## config.mk

```make
export PLATFORM = sky130hd
export DESIGN_NAME = can_frame_dispatch_filter_top
export DESIGN_NICKNAME = d
export VERILOG_FILES = /design/src/hdl/cfd_pkg.sv /design/src/hdl/can_frame_dispatch_filter_top.sv /design/src/hdl/cfd_ram.sv /design/src/hdl/cfd_match.sv
export VERILOG_INCLUDE_DIRS = /design/src /design/src/hdl
export SDC_FILE = /design/constraint.sdc
export NUM_CORES = 2
export LEC_CHECK = 0
export BUFFER_PORTS_ARGS = -buffer_cell sky130_fd_sc_hd__buf_2
export CAP_MARGIN = 20
export CORE_UTILIZATION = 55
export DETAILED_ROUTE_END_ITERATION = 6
export HOLD_SLACK_MARGIN = 0.1
export PLACE_DENSITY = 0.75
export SLEW_MARGIN = 30
export SYNTH_ARGS = -nofsm -noshare
export SYNTH_HDL_FRONTEND = slang
export SYNTH_SLANG_ARGS = --single-unit
```

## constraint.sdc

```tcl
create_clock -name clk -period 9.17 [get_ports clk]
set_input_delay 1.834 -clock clk [delete_from_list [all_inputs] [get_ports clk]]
set_output_delay 1.834 -clock clk [all_outputs]
set_load 0.05 [all_outputs]
```

## src/hdl/assert_macros.svh

```systemverilog
// Assertion macros shared by the RTL of the CAN frame dispatch filter.
// Needs signals clk and rst_n in the scope of use.
`ifndef ASSERT_MACROS_SVH
`define ASSERT_MACROS_SVH

// Checked on every rising edge outside reset.
`define CFD_ASSERT(label, prop, msg) \
    label: assert property (@(posedge clk) disable iff (!rst_n) prop) else $error(msg);

// Checked on every rising edge, reset included.
`define CFD_ASSERT_ALWAYS(label, prop, msg) \
    label: assert property (@(posedge clk) prop) else $error(msg);

`endif

```

## src/hdl/cfd_pkg.sv

```systemverilog
// Shared types, codes and the SDO payload decoder for the CAN frame dispatch filter.
// No dependencies.
`timescale 1ns / 1ps
`default_nettype none

package cfd_pkg;

    localparam int NUM_SLOTS_DEF = 16;
    localparam int MAX_RESULTS   = 16;
    localparam int CNT_W         = $clog2(MAX_RESULTS + 1);

    localparam int ID_W      = 29;
    localparam int TAG_W     = 8;
    localparam int NODE_W    = 7;
    localparam int PAYLOAD_W = 64;
    localparam int SLOT_OUT_W = 4;
    localparam int KIND_W    = 3;

    // request codes
    localparam logic [1:0] REQ_FRAME  = 2'd0;
    localparam logic [1:0] REQ_ATTACH = 2'd1;
    localparam logic [1:0] REQ_DETACH = 2'd2;

    // result kinds
    localparam logic [KIND_W-1:0] KIND_RAW      = 3'd0;
    localparam logic [KIND_W-1:0] KIND_PDO      = 3'd1;
    localparam logic [KIND_W-1:0] KIND_SDO_REQ  = 3'd2;
    localparam logic [KIND_W-1:0] KIND_SDO_RESP = 3'd3;
    localparam logic [KIND_W-1:0] KIND_NOMATCH  = 3'd4;
    localparam logic [KIND_W-1:0] KIND_ATTACHED = 3'd5;
    localparam logic [KIND_W-1:0] KIND_FULL     = 3'd6;
    localparam logic [KIND_W-1:0] KIND_DETACHED = 3'd7;

    // CANopen identifier ranges
    localparam logic [ID_W-1:0] PDO_ID_LO    = 29'h17F;
    localparam logic [ID_W-1:0] SDO_RESP_BASE = 29'h580;
    localparam logic [ID_W-1:0] SDO_REQ_BASE  = 29'h600;

    // SDO command bytes without a data count
    localparam logic [7:0] SDO_CMD_UPLOAD_REQ = 8'h40;
    localparam logic [7:0] SDO_CMD_DNLOAD_RSP = 8'h60;

    typedef struct packed {
        logic [TAG_W-1:0]  tag;
        logic [ID_W-1:0]   id;
        logic [ID_W-1:0]   mask;
        logic              ext;
        logic              canopen;
        logic [NODE_W-1:0] node;
    } entry_t;

    localparam int ENTRY_W = $bits(entry_t);

    typedef struct packed {
        logic              hit;
        logic [KIND_W-1:0] kind;
    } match_t;

    typedef struct packed {
        logic [15:0] index;
        logic [7:0]  subindex;
        logic [3:0]  command;
        logic [2:0]  length;
        logic [31:0] data;
    } sdo_t;

    function automatic sdo_t sdo_decode(input logic [PAYLOAD_W-1:0] pl);
        sdo_t       r;
        logic [7:0] b0;
        logic [2:0] len;
        int         x;
        b0 = pl[7:0];
        if (b0 == SDO_CMD_UPLOAD_REQ || b0 == SDO_CMD_DNLOAD_RSP)
        begin
            len = 3'd0;
        end
        else
        begin
            len = 3'd4 - {1'b0, b0[3:2]};
        end
        r.index    = pl[23:8];
        r.subindex = pl[31:24];
        r.command  = b0[7:4];
        r.length   = len;
        for (x = 0; x < 4; x++)
        begin
            r.data[8*x +: 8] = (3'(x) < len) ? pl[32 + 8*x +: 8] : 8'h00;
        end
        return r;
    endfunction

endpackage

`default_nettype wire

```

## src/hdl/can_frame_dispatch_filter_top.sv

```systemverilog
// CAN subscriber table with acceptance filtering and CANopen SDO decode.
//
// Input channel s_*: one request per handshake; s_tuser carries the request
// type (frame, attach, detach). Output channel m_*: one result per handshake,
// m_tuser carries the result kind, m_tlast marks the final result of a request.
// A request walks the table one slot a cycle while the walk is not paused,
// through a single compare unit, reading the entry RAM one slot ahead. A frame
// or detach walks every slot (a frame stops after MAX_RESULTS results);
// s_tready returns high as the final result appears on m_*. An attach stops at
// the first free slot. An unknown request type is dropped without a result.
// s_tready is high only between requests. Results pass through a one-deep
// holding stage and an output register, so the walk continues while one result
// waits; a second match while both are full pauses the walk until m_tready.
// Reset clears all slot valid bits and the handshake state; the entry RAM is
// not cleared, as the contents of invalid slots are never used.
// Depends on cfd_pkg, cfd_ram, cfd_match and assert_macros.svh.
`timescale 1ns / 1ps
`default_nettype none

`include "assert_macros.svh"

module can_frame_dispatch_filter_top
    import cfd_pkg::*;
#(
    parameter int NUM_SLOTS = NUM_SLOTS_DEF
) (
    input  wire logic         clk,
    input  wire logic         rst_n,
    input  wire logic         s_tvalid,
    output logic              s_tready,
    // can_id[28:0], is_extended[29], payload[93:30], filter_mask[122:94],
    // observer_tag[130:123], canopen_mode[131], node_id[138:132], zero pad
    input  wire logic [143:0] s_tdata,
    // req_type[1:0]
    input  wire logic [1:0]   s_tuser,
    output logic              m_tvalid,
    input  wire logic         m_tready,
    // slot[3:0], tag_out[11:4], sdo_index[27:12], sdo_subindex[35:28],
    // sdo_cmd[39:36], sdo_length[42:40], sdo_data[74:43], zero pad
    output logic [79:0]       m_tdata,
    // kind[2:0]
    output logic [2:0]        m_tuser,
    output logic              m_tlast
);

    localparam int SLOT_W = (NUM_SLOTS > 1) ? $clog2(NUM_SLOTS) : 1;
    localparam logic [SLOT_W-1:0] LAST_SLOT = SLOT_W'(NUM_SLOTS - 1);

    localparam logic [1:0] ST_IDLE  = 2'd0;
    localparam logic [1:0] ST_WALK  = 2'd1;
    localparam logic [1:0] ST_FLUSH = 2'd2;

    logic [1:0] state_reg, state_next;
    logic [SLOT_W-1:0] idx_reg, idx_next, idx_inc;
    logic [CNT_W-1:0] n_reg, n_next;
    logic [NUM_SLOTS-1:0] valid_reg, valid_next;

    // latched request
    logic [1:0]           req_reg, req_next;
    logic [ID_W-1:0]      id_reg, id_next;
    logic                 ext_reg, ext_next;
    logic [PAYLOAD_W-1:0] pl_reg, pl_next;
    logic [ID_W-1:0]      mask_reg, mask_next;
    logic [TAG_W-1:0]     tag_reg, tag_next;
    logic                 co_reg, co_next;
    logic [NODE_W-1:0]    node_reg, node_next;

    // holding stage
    logic                  pend_valid_reg, pend_valid_next;
    logic [SLOT_OUT_W-1:0] pend_slot_reg, pend_slot_next;
    logic [TAG_W-1:0]      pend_tag_reg, pend_tag_next;
    logic [KIND_W-1:0]     pend_kind_reg, pend_kind_next;
    sdo_t                  pend_sdo_reg, pend_sdo_next;

    // output register
    logic                  out_valid_reg, out_valid_next;
    logic [SLOT_OUT_W-1:0] out_slot_reg, out_slot_next;
    logic [TAG_W-1:0]      out_tag_reg, out_tag_next;
    logic [KIND_W-1:0]     out_kind_reg, out_kind_next;
    sdo_t                  out_sdo_reg, out_sdo_next;
    logic                  out_last_reg, out_last_next;

    logic              ram_we;
    logic [SLOT_W-1:0] ram_raddr;
    entry_t            ram_wdata;
    entry_t            ram_rdata;
    match_t            mres;

    logic out_free;
    logic is_last;
    logic gen;
    logic stall;

    assign ram_wdata = '{tag: tag_reg, id: id_reg, mask: mask_reg, ext: ext_reg,
                         canopen: co_reg, node: node_reg};

    cfd_ram #(
        .WIDTH (ENTRY_W),
        .DEPTH (NUM_SLOTS),
        .AW    (SLOT_W)
    ) u_entry_ram (
        .clk   (clk),
        .we    (ram_we),
        .waddr (idx_reg),
        .wdata (ram_wdata),
        .raddr (ram_raddr),
        .rdata (ram_rdata)
    );

    cfd_match u_match (
        .req_type    (req_reg),
        .ent         (ram_rdata),
        .ent_valid   (valid_reg[idx_reg]),
        .can_id      (id_reg),
        .filter_mask (mask_reg),
        .tag         (tag_reg),
        .res         (mres)
    );

    assign s_tready = (state_reg == ST_IDLE);
    assign out_free = !out_valid_reg || m_tready;
    assign is_last  = (idx_reg == LAST_SLOT);
    assign idx_inc  = is_last ? '0 : idx_reg + SLOT_W'(1);
    assign gen      = mres.hit && (n_reg < CNT_W'(MAX_RESULTS));
    assign stall    = gen && pend_valid_reg && !out_free;

    always_comb
    begin
        state_next      = state_reg;
        idx_next        = idx_reg;
        n_next          = n_reg;
        valid_next      = valid_reg;
        req_next        = req_reg;
        id_next         = id_reg;
        ext_next        = ext_reg;
        pl_next         = pl_reg;
        mask_next       = mask_reg;
        tag_next        = tag_reg;
        co_next         = co_reg;
        node_next       = node_reg;
        pend_valid_next = pend_valid_reg;
        pend_slot_next  = pend_slot_reg;
        pend_tag_next   = pend_tag_reg;
        pend_kind_next  = pend_kind_reg;
        pend_sdo_next   = pend_sdo_reg;
        out_valid_next  = out_valid_reg && !m_tready;
        out_slot_next   = out_slot_reg;
        out_tag_next    = out_tag_reg;
        out_kind_next   = out_kind_reg;
        out_sdo_next    = out_sdo_reg;
        out_last_next   = out_last_reg;
        ram_we          = 1'b0;
        ram_raddr       = '0;

        case (state_reg)
            ST_IDLE:
            begin
                if (s_tvalid)
                begin
                    req_next        = s_tuser;
                    id_next         = s_tdata[28:0];
                    ext_next        = s_tdata[29];
                    pl_next         = s_tdata[93:30];
                    mask_next       = s_tdata[122:94];
                    tag_next        = s_tdata[130:123];
                    co_next         = s_tdata[131];
                    node_next       = s_tdata[138:132];
                    idx_next        = '0;
                    n_next          = '0;
                    pend_valid_next = 1'b0;
                    if (s_tuser == REQ_FRAME || s_tuser == REQ_ATTACH
                        || s_tuser == REQ_DETACH)
                    begin
                        state_next = ST_WALK;
                    end
                end
            end
            ST_WALK:
            begin
                ram_raddr = idx_reg;
                if (req_reg == REQ_FRAME && n_reg == CNT_W'(MAX_RESULTS))
                begin
                    state_next = ST_FLUSH;
                end
                else if (!stall)
                begin
                    if (gen)
                    begin
                        if (pend_valid_reg)
                        begin
                            out_valid_next = 1'b1;
                            out_slot_next  = pend_slot_reg;
                            out_tag_next   = pend_tag_reg;
                            out_kind_next  = pend_kind_reg;
                            out_sdo_next   = pend_sdo_reg;
                            out_last_next  = 1'b0;
                        end
                        pend_valid_next = 1'b1;
                        pend_slot_next  = SLOT_OUT_W'(idx_reg);
                        pend_tag_next   = (req_reg == REQ_FRAME) ? ram_rdata.tag : tag_reg;
                        pend_kind_next  = mres.kind;
                        pend_sdo_next   = (mres.kind == KIND_SDO_REQ
                                           || mres.kind == KIND_SDO_RESP)
                                          ? sdo_decode(pl_reg) : '0;
                        n_next          = n_reg + CNT_W'(1);
                    end
                    if (mres.hit && req_reg == REQ_DETACH)
                    begin
                        valid_next[idx_reg] = 1'b0;
                    end
                    if (mres.hit && req_reg == REQ_ATTACH)
                    begin
                        ram_we              = 1'b1;
                        valid_next[idx_reg] = 1'b1;
                        state_next          = ST_FLUSH;
                    end
                    else if (is_last)
                    begin
                        state_next = ST_FLUSH;
                    end
                    else
                    begin
                        idx_next  = idx_inc;
                        ram_raddr = idx_inc;
                    end
                end
            end
            ST_FLUSH:
            begin
                if (out_free)
                begin
                    out_valid_next = 1'b1;
                    out_last_next  = 1'b1;
                    if (pend_valid_reg)
                    begin
                        out_slot_next = pend_slot_reg;
                        out_tag_next  = pend_tag_reg;
                        out_kind_next = pend_kind_reg;
                        out_sdo_next  = pend_sdo_reg;
                    end
                    else
                    begin
                        out_slot_next = '0;
                        out_tag_next  = (req_reg == REQ_FRAME) ? '0 : tag_reg;
                        out_kind_next = (req_reg == REQ_ATTACH) ? KIND_FULL : KIND_NOMATCH;
                        out_sdo_next  = '0;
                    end
                    pend_valid_next = 1'b0;
                    state_next      = ST_IDLE;
                end
            end
            default:
            begin
                state_next = ST_IDLE;
            end
        endcase
    end

    always_ff @(posedge clk or negedge rst_n)
    begin
        if (!rst_n)
        begin
            state_reg      <= ST_IDLE;
            idx_reg        <= '0;
            n_reg          <= '0;
            valid_reg      <= '0;
            req_reg        <= REQ_FRAME;
            pend_valid_reg <= 1'b0;
            out_valid_reg  <= 1'b0;
        end
        else
        begin
            state_reg      <= state_next;
            idx_reg        <= idx_next;
            n_reg          <= n_next;
            valid_reg      <= valid_next;
            req_reg        <= req_next;
            pend_valid_reg <= pend_valid_next;
            out_valid_reg  <= out_valid_next;
        end
    end

    always_ff @(posedge clk)
    begin
        id_reg        <= id_next;
        ext_reg       <= ext_next;
        pl_reg        <= pl_next;
        mask_reg      <= mask_next;
        tag_reg       <= tag_next;
        co_reg        <= co_next;
        node_reg      <= node_next;
        pend_slot_reg <= pend_slot_next;
        pend_tag_reg  <= pend_tag_next;
        pend_kind_reg <= pend_kind_next;
        pend_sdo_reg  <= pend_sdo_next;
        out_slot_reg  <= out_slot_next;
        out_tag_reg   <= out_tag_next;
        out_kind_reg  <= out_kind_next;
        out_sdo_reg   <= out_sdo_next;
        out_last_reg  <= out_last_next;
    end

    assign m_tvalid = out_valid_reg;
    assign m_tlast  = out_last_reg;
    assign m_tuser  = out_kind_reg;
    assign m_tdata  = {5'b0, out_sdo_reg.data, out_sdo_reg.length, out_sdo_reg.command,
                       out_sdo_reg.subindex, out_sdo_reg.index, out_tag_reg, out_slot_reg};

    `CFD_ASSERT(a_idle_no_pending, s_tready |-> !pend_valid_reg,
                "holding stage occupied while a new request may be taken")
    `CFD_ASSERT(a_result_count, n_reg <= CNT_W'(MAX_RESULTS),
                "result count past its limit")
    `CFD_ASSERT(a_attach_free_slot, ram_we |-> !valid_reg[idx_reg] && req_reg == REQ_ATTACH,
                "entry written into an occupied slot")
    `CFD_ASSERT(a_flush_final, state_reg == ST_FLUSH && out_free |=> m_tvalid && m_tlast,
                "request finished without a final result")
    `CFD_ASSERT_ALWAYS(a_reset_quiet, !rst_n |=> !m_tvalid && valid_reg == '0,
                       "output or table not cleared in reset")

endmodule

`default_nettype wire

```

## src/hdl/cfd_ram.sv

```systemverilog
// Generic simple dual-port RAM, one write and one registered read port.
// No dependencies.
`timescale 1ns / 1ps
`default_nettype none

module cfd_ram #(
    parameter int WIDTH = 8,
    parameter int DEPTH = 16,
    parameter int AW    = (DEPTH > 1) ? $clog2(DEPTH) : 1
) (
    input  wire logic             clk,
    input  wire logic             we,
    input  wire logic [AW-1:0]    waddr,
    input  wire logic [WIDTH-1:0] wdata,
    input  wire logic [AW-1:0]    raddr,
    output logic      [WIDTH-1:0] rdata
);

    logic [WIDTH-1:0] mem [DEPTH];

    always_ff @(posedge clk)
    begin
        if (we)
        begin
            mem[waddr] <= wdata;
        end
        rdata <= mem[raddr];
    end

endmodule

`default_nettype wire

```

## src/hdl/cfd_match.sv

```systemverilog
// Shared compare unit: tests one table slot against the current request.
// Depends on cfd_pkg.
`timescale 1ns / 1ps
`default_nettype none

module cfd_match
    import cfd_pkg::*;
(
    input  wire logic [1:0]       req_type,
    input  wire entry_t           ent,
    input  wire logic             ent_valid,
    input  wire logic [ID_W-1:0]  can_id,
    input  wire logic [ID_W-1:0]  filter_mask,
    input  wire logic [TAG_W-1:0] tag,
    output match_t                res
);

    logic [ID_W-1:0] node_ext;

    assign node_ext = ID_W'(ent.node);

    always_comb
    begin
        res = '0;
        case (req_type)
            REQ_FRAME:
            begin
                if (ent_valid)
                begin
                    if (ent.canopen)
                    begin
                        if (can_id > PDO_ID_LO && can_id < SDO_RESP_BASE)
                        begin
                            res.hit  = 1'b1;
                            res.kind = KIND_PDO;
                        end
                        else if (can_id == SDO_REQ_BASE + node_ext)
                        begin
                            res.hit  = 1'b1;
                            res.kind = KIND_SDO_REQ;
                        end
                        else if (can_id == SDO_RESP_BASE + node_ext)
                        begin
                            res.hit  = 1'b1;
                            res.kind = KIND_SDO_RESP;
                        end
                    end
                    else if ((can_id & ent.mask) == (ent.id & ent.mask))
                    begin
                        res.hit  = 1'b1;
                        res.kind = KIND_RAW;
                    end
                end
            end
            REQ_ATTACH:
            begin
                res.hit  = !ent_valid;
                res.kind = KIND_ATTACHED;
            end
            REQ_DETACH:
            begin
                res.hit  = ent_valid && ent.tag == tag && ent.id == can_id
                           && ent.mask == filter_mask;
                res.kind = KIND_DETACHED;
            end
            default:
            begin
                res = '0;
            end
        endcase
    end

endmodule

`default_nettype wire
```

==> flow_summary.yaml <==
layout:
  post-route-cell-area_mm2: 0.06866
  area_delta_synth_final_pct: 12.38
  seq_area_mm2: 0.04667
  final_common_cell: "edfxtp_1"
  final_layout_size_suffix_gt1_share_pct: 27.10
  largest_reg_flops: 1184
  final_cell_mix: "edfxtp_1, mux2_2, buf_2"
  nets: 3844
  multi_input_area_mm2: 0.01344
  fillers: 7555
  fin_util_pct: 62.72
die:
  dieArea_mm2: 0.1124
  die_w_um: 335.3
  rows: 121
  fp.dieH_um: 335.3
  start_util_pct: 55.82
  coreArea_mm2: 0.1095
  ios: 236
grt:
  grt_overflow_total: 0
  grt_first_pass_wirelength_mm: 208.5
  first_global_vias: 31470
  grt_use_total_pct: 25.56
  antenna_found_initial: 8
  grt_max_degree: 152
routing:
  routed_wl_mm: 144.4
  drc_errors: 0
  wl_per_cell_um: 27.32
  viasPerCell: 6.071
  drtIter0Drc: 3376
  dr.pass1.iters: 7
  ant_nets: 0
  vias: 32090
critical_path:
  cpPeakStageDelay_ns: 0.84
  crit_path_cell_trace: "xor2_1 -> nor4_2 -> a32oi_1 -> or4_1 -> a21o_1 -> o21ai_4 -> nand2_1 -> nor3_1 -> and2_4 -> buf_4"
  crit_slowest_cell: "buf_4"
  setup.worst_path.start: "id_reg[4]"
  r2r-start: "id_reg[4]"
  cp_max_fo: 41
  start_kind: "flip-flop"
  setup.worst_path.end_class: "flip-flop"
  cp_top_family: "simple AND/OR/NAND/NOR gates"
  crit_required_ns: 9.53
  path_class: "reg -> reg"
  cp_num_buf_inv: 1
  crit_arrival_ns: 6.29
pwr:
  powerDensity_mw_per_mm2: 322.7
  peakVddDrop_mv: 0.4622
  fin_total_pwr_uw: 22160
  p_leak_uw: 0.02283
timing:
  fin_ws_ns: 3.245
  period_needed_ns: 5.925
  rsz0062_at_grt: "false"
  clock.fmax_mhz: 168.8
  slew_headroom_pct: 26.52
  fin_crit_sh_pct: 64.61
  drv_slew: 0
  worst_pin_slew_ns: 1.102
  tns_ns: 0
  fin_skew_ns: 0.03904
  finalSetupViolations: 0
  hold_viol: 0
worst_hold_path:
  hp-class: "reg -> reg"
  hp-start: "valid_reg[10]"
place:
  dpl.hpwl_mm: 75.09
  numPortBuffers: 224
  dp_slack_ns: 3.415
  gp_congestion: 0.8482
  postPlaceCellArea_mm2: 0.06365
clock_network:
  clk_latency_ns: 0.77
  cts_buffers: 155
  ctsHoldBuffers: 0
  htreeDepth: 4
  cts_setup_buffers: 0
  cts_root_buffer: "clkbuf_16"
  clk_pin_slew_ns: 0.06
  cts_resized: 0
  cts_tree: "built"
  cts_sinks: 1584
  cts_buffer_depth: 3
yosys:
  yosysUniqueCellTypes: 63
  ys.warnings.count: 0
  synth_top_family_by_area: "multiplexers"
  synth_fa_ha_area_share_pct: 0.3277
  ys_ff_latch: 1584
  synth_area_mm2: 0.06109
  synthMuxAreaShare_pct: 10.97
  async_flop_share_pct: 1.957
  synth_cells: 3407
  postSynthAreaPerCell_um2: 17.93
  synth_edf_count: 1479
  synth-simple-area-share_pct: 5.235
  synth_xor_area_share_pct: 1.061
  synth_compound_area_share_pct: 4.037
  synth_ff_type: "edfxtp_1"
  seq_area_frac_synth_pct: 76.39
flow_run:
  maxCapViolations: 0
status:
  status: "completed"
-- report_power, final --
part           internal [µW]  switching (µW)
Clock                   3590            2600
Combinational           2630            3820
Sequential              8940             576
-- layout make-up --
class	count	area share (%)
Antenna cell	4	0.01458
Clock buffer	231	6.440
Clock inverter	53	0.7800
Inverter	24	0.1385
Multi-Input combinational cell	1634	19.58
Sequential cell	1584	67.98
Tap cell	1476	2.690
Timing Repair Buffer	279	2.380
-- per-stage QoR --
step / hold slack [ns] / cells
floorplan: 0.4443 / 3411
global placement: 0.4541 / 4995
detailed placement: 0.4626 / 4996
CTS: 0.4763 / 5280
global route: 0.4894 / 5283
finish: 0.4744 / 5285
-- cell families after synthesis --
kind of cell / count (synthesis)
and+or+nand+nor: 537
adders and majority gates: 16
xor gates and xnor gates: 74
buffers and inverters: 193
other: 1
AOI/OAI and AO/OA: 395
muxes: 607
DFF: 1584
-- Yosys cell counts (4+ instances only) --
cell type,instances,area [µm²]
mux2_1,19,214.0
nand3_1,9,45.04
mux2i_1,154,1541
o22ai_1,224,1401
mux4_2,5,112.6
nor2b_1,6,37.54
mux2_2,428,4820
buf_4,29,217.7
nand2b_1,15,93.84
o21a_1,4,30.03
a22oi_1,6,45.04
buf_2,58,290.3
nor4_1,39,244.0
a21oi_2,4,35.03
nor4_2,69,863.3
clkbuf_1,41,153.9
nand4_1,8,50.05
edfxtp_1,1479,44410
o21ai_0,16,80.08
nor3_1,8,40.04
dfrtp_1,31,775.7
inv_1,23,86.33
a21oi_1,88,440.4
buf_6,40,450.4
dfxtp_1,74,1481
nor2_1,18,67.56
xor2_1,72,630.6
and2_1,99,619.3
ha_1,16,200.2
a22o_1,6,52.55
and3_1,41,256.5
nand2_1,216,810.8
a221oi_1,4,35.03
a21o_1,18,135.1
-- worst reg2reg max path: stages, from the launching register on --
cell and delay [ns]:
edfxtp_1 0.74, xor2_1 0.26, nor4_2 0.75, a32oi_1 0.19
or4_1 0.43, a21o_1 0.25, o21ai_4 0.27, nand2_1 0.46
nor3_1 0.53, and2_4 0.76, buf_4 0.86
-- worst paths after layout --
kind	endpoint	cells after the start	slack, ns
worst max register to register	u_entry_ram.mem[3][10]	10	3.25
worst min-delay path	valid_reg[10]	1	0.47
worst min register to register	valid_reg[10]	1	0.47
min in group asynchronous	state_reg[1]	1	1.15
max in group asynchronous	valid_reg[11]	1	7.56
worst max-delay path	u_entry_ram.mem[3][10]	10	3.25
-- metal layers --
layer	global-route usage [%]	part of all wire, %
met4	9.317	3.4
met2	41.16	48
met1	34.87	40
met3	4.903	8.8
met5	0	0.0090
Power figures use the tool's default switching activity.
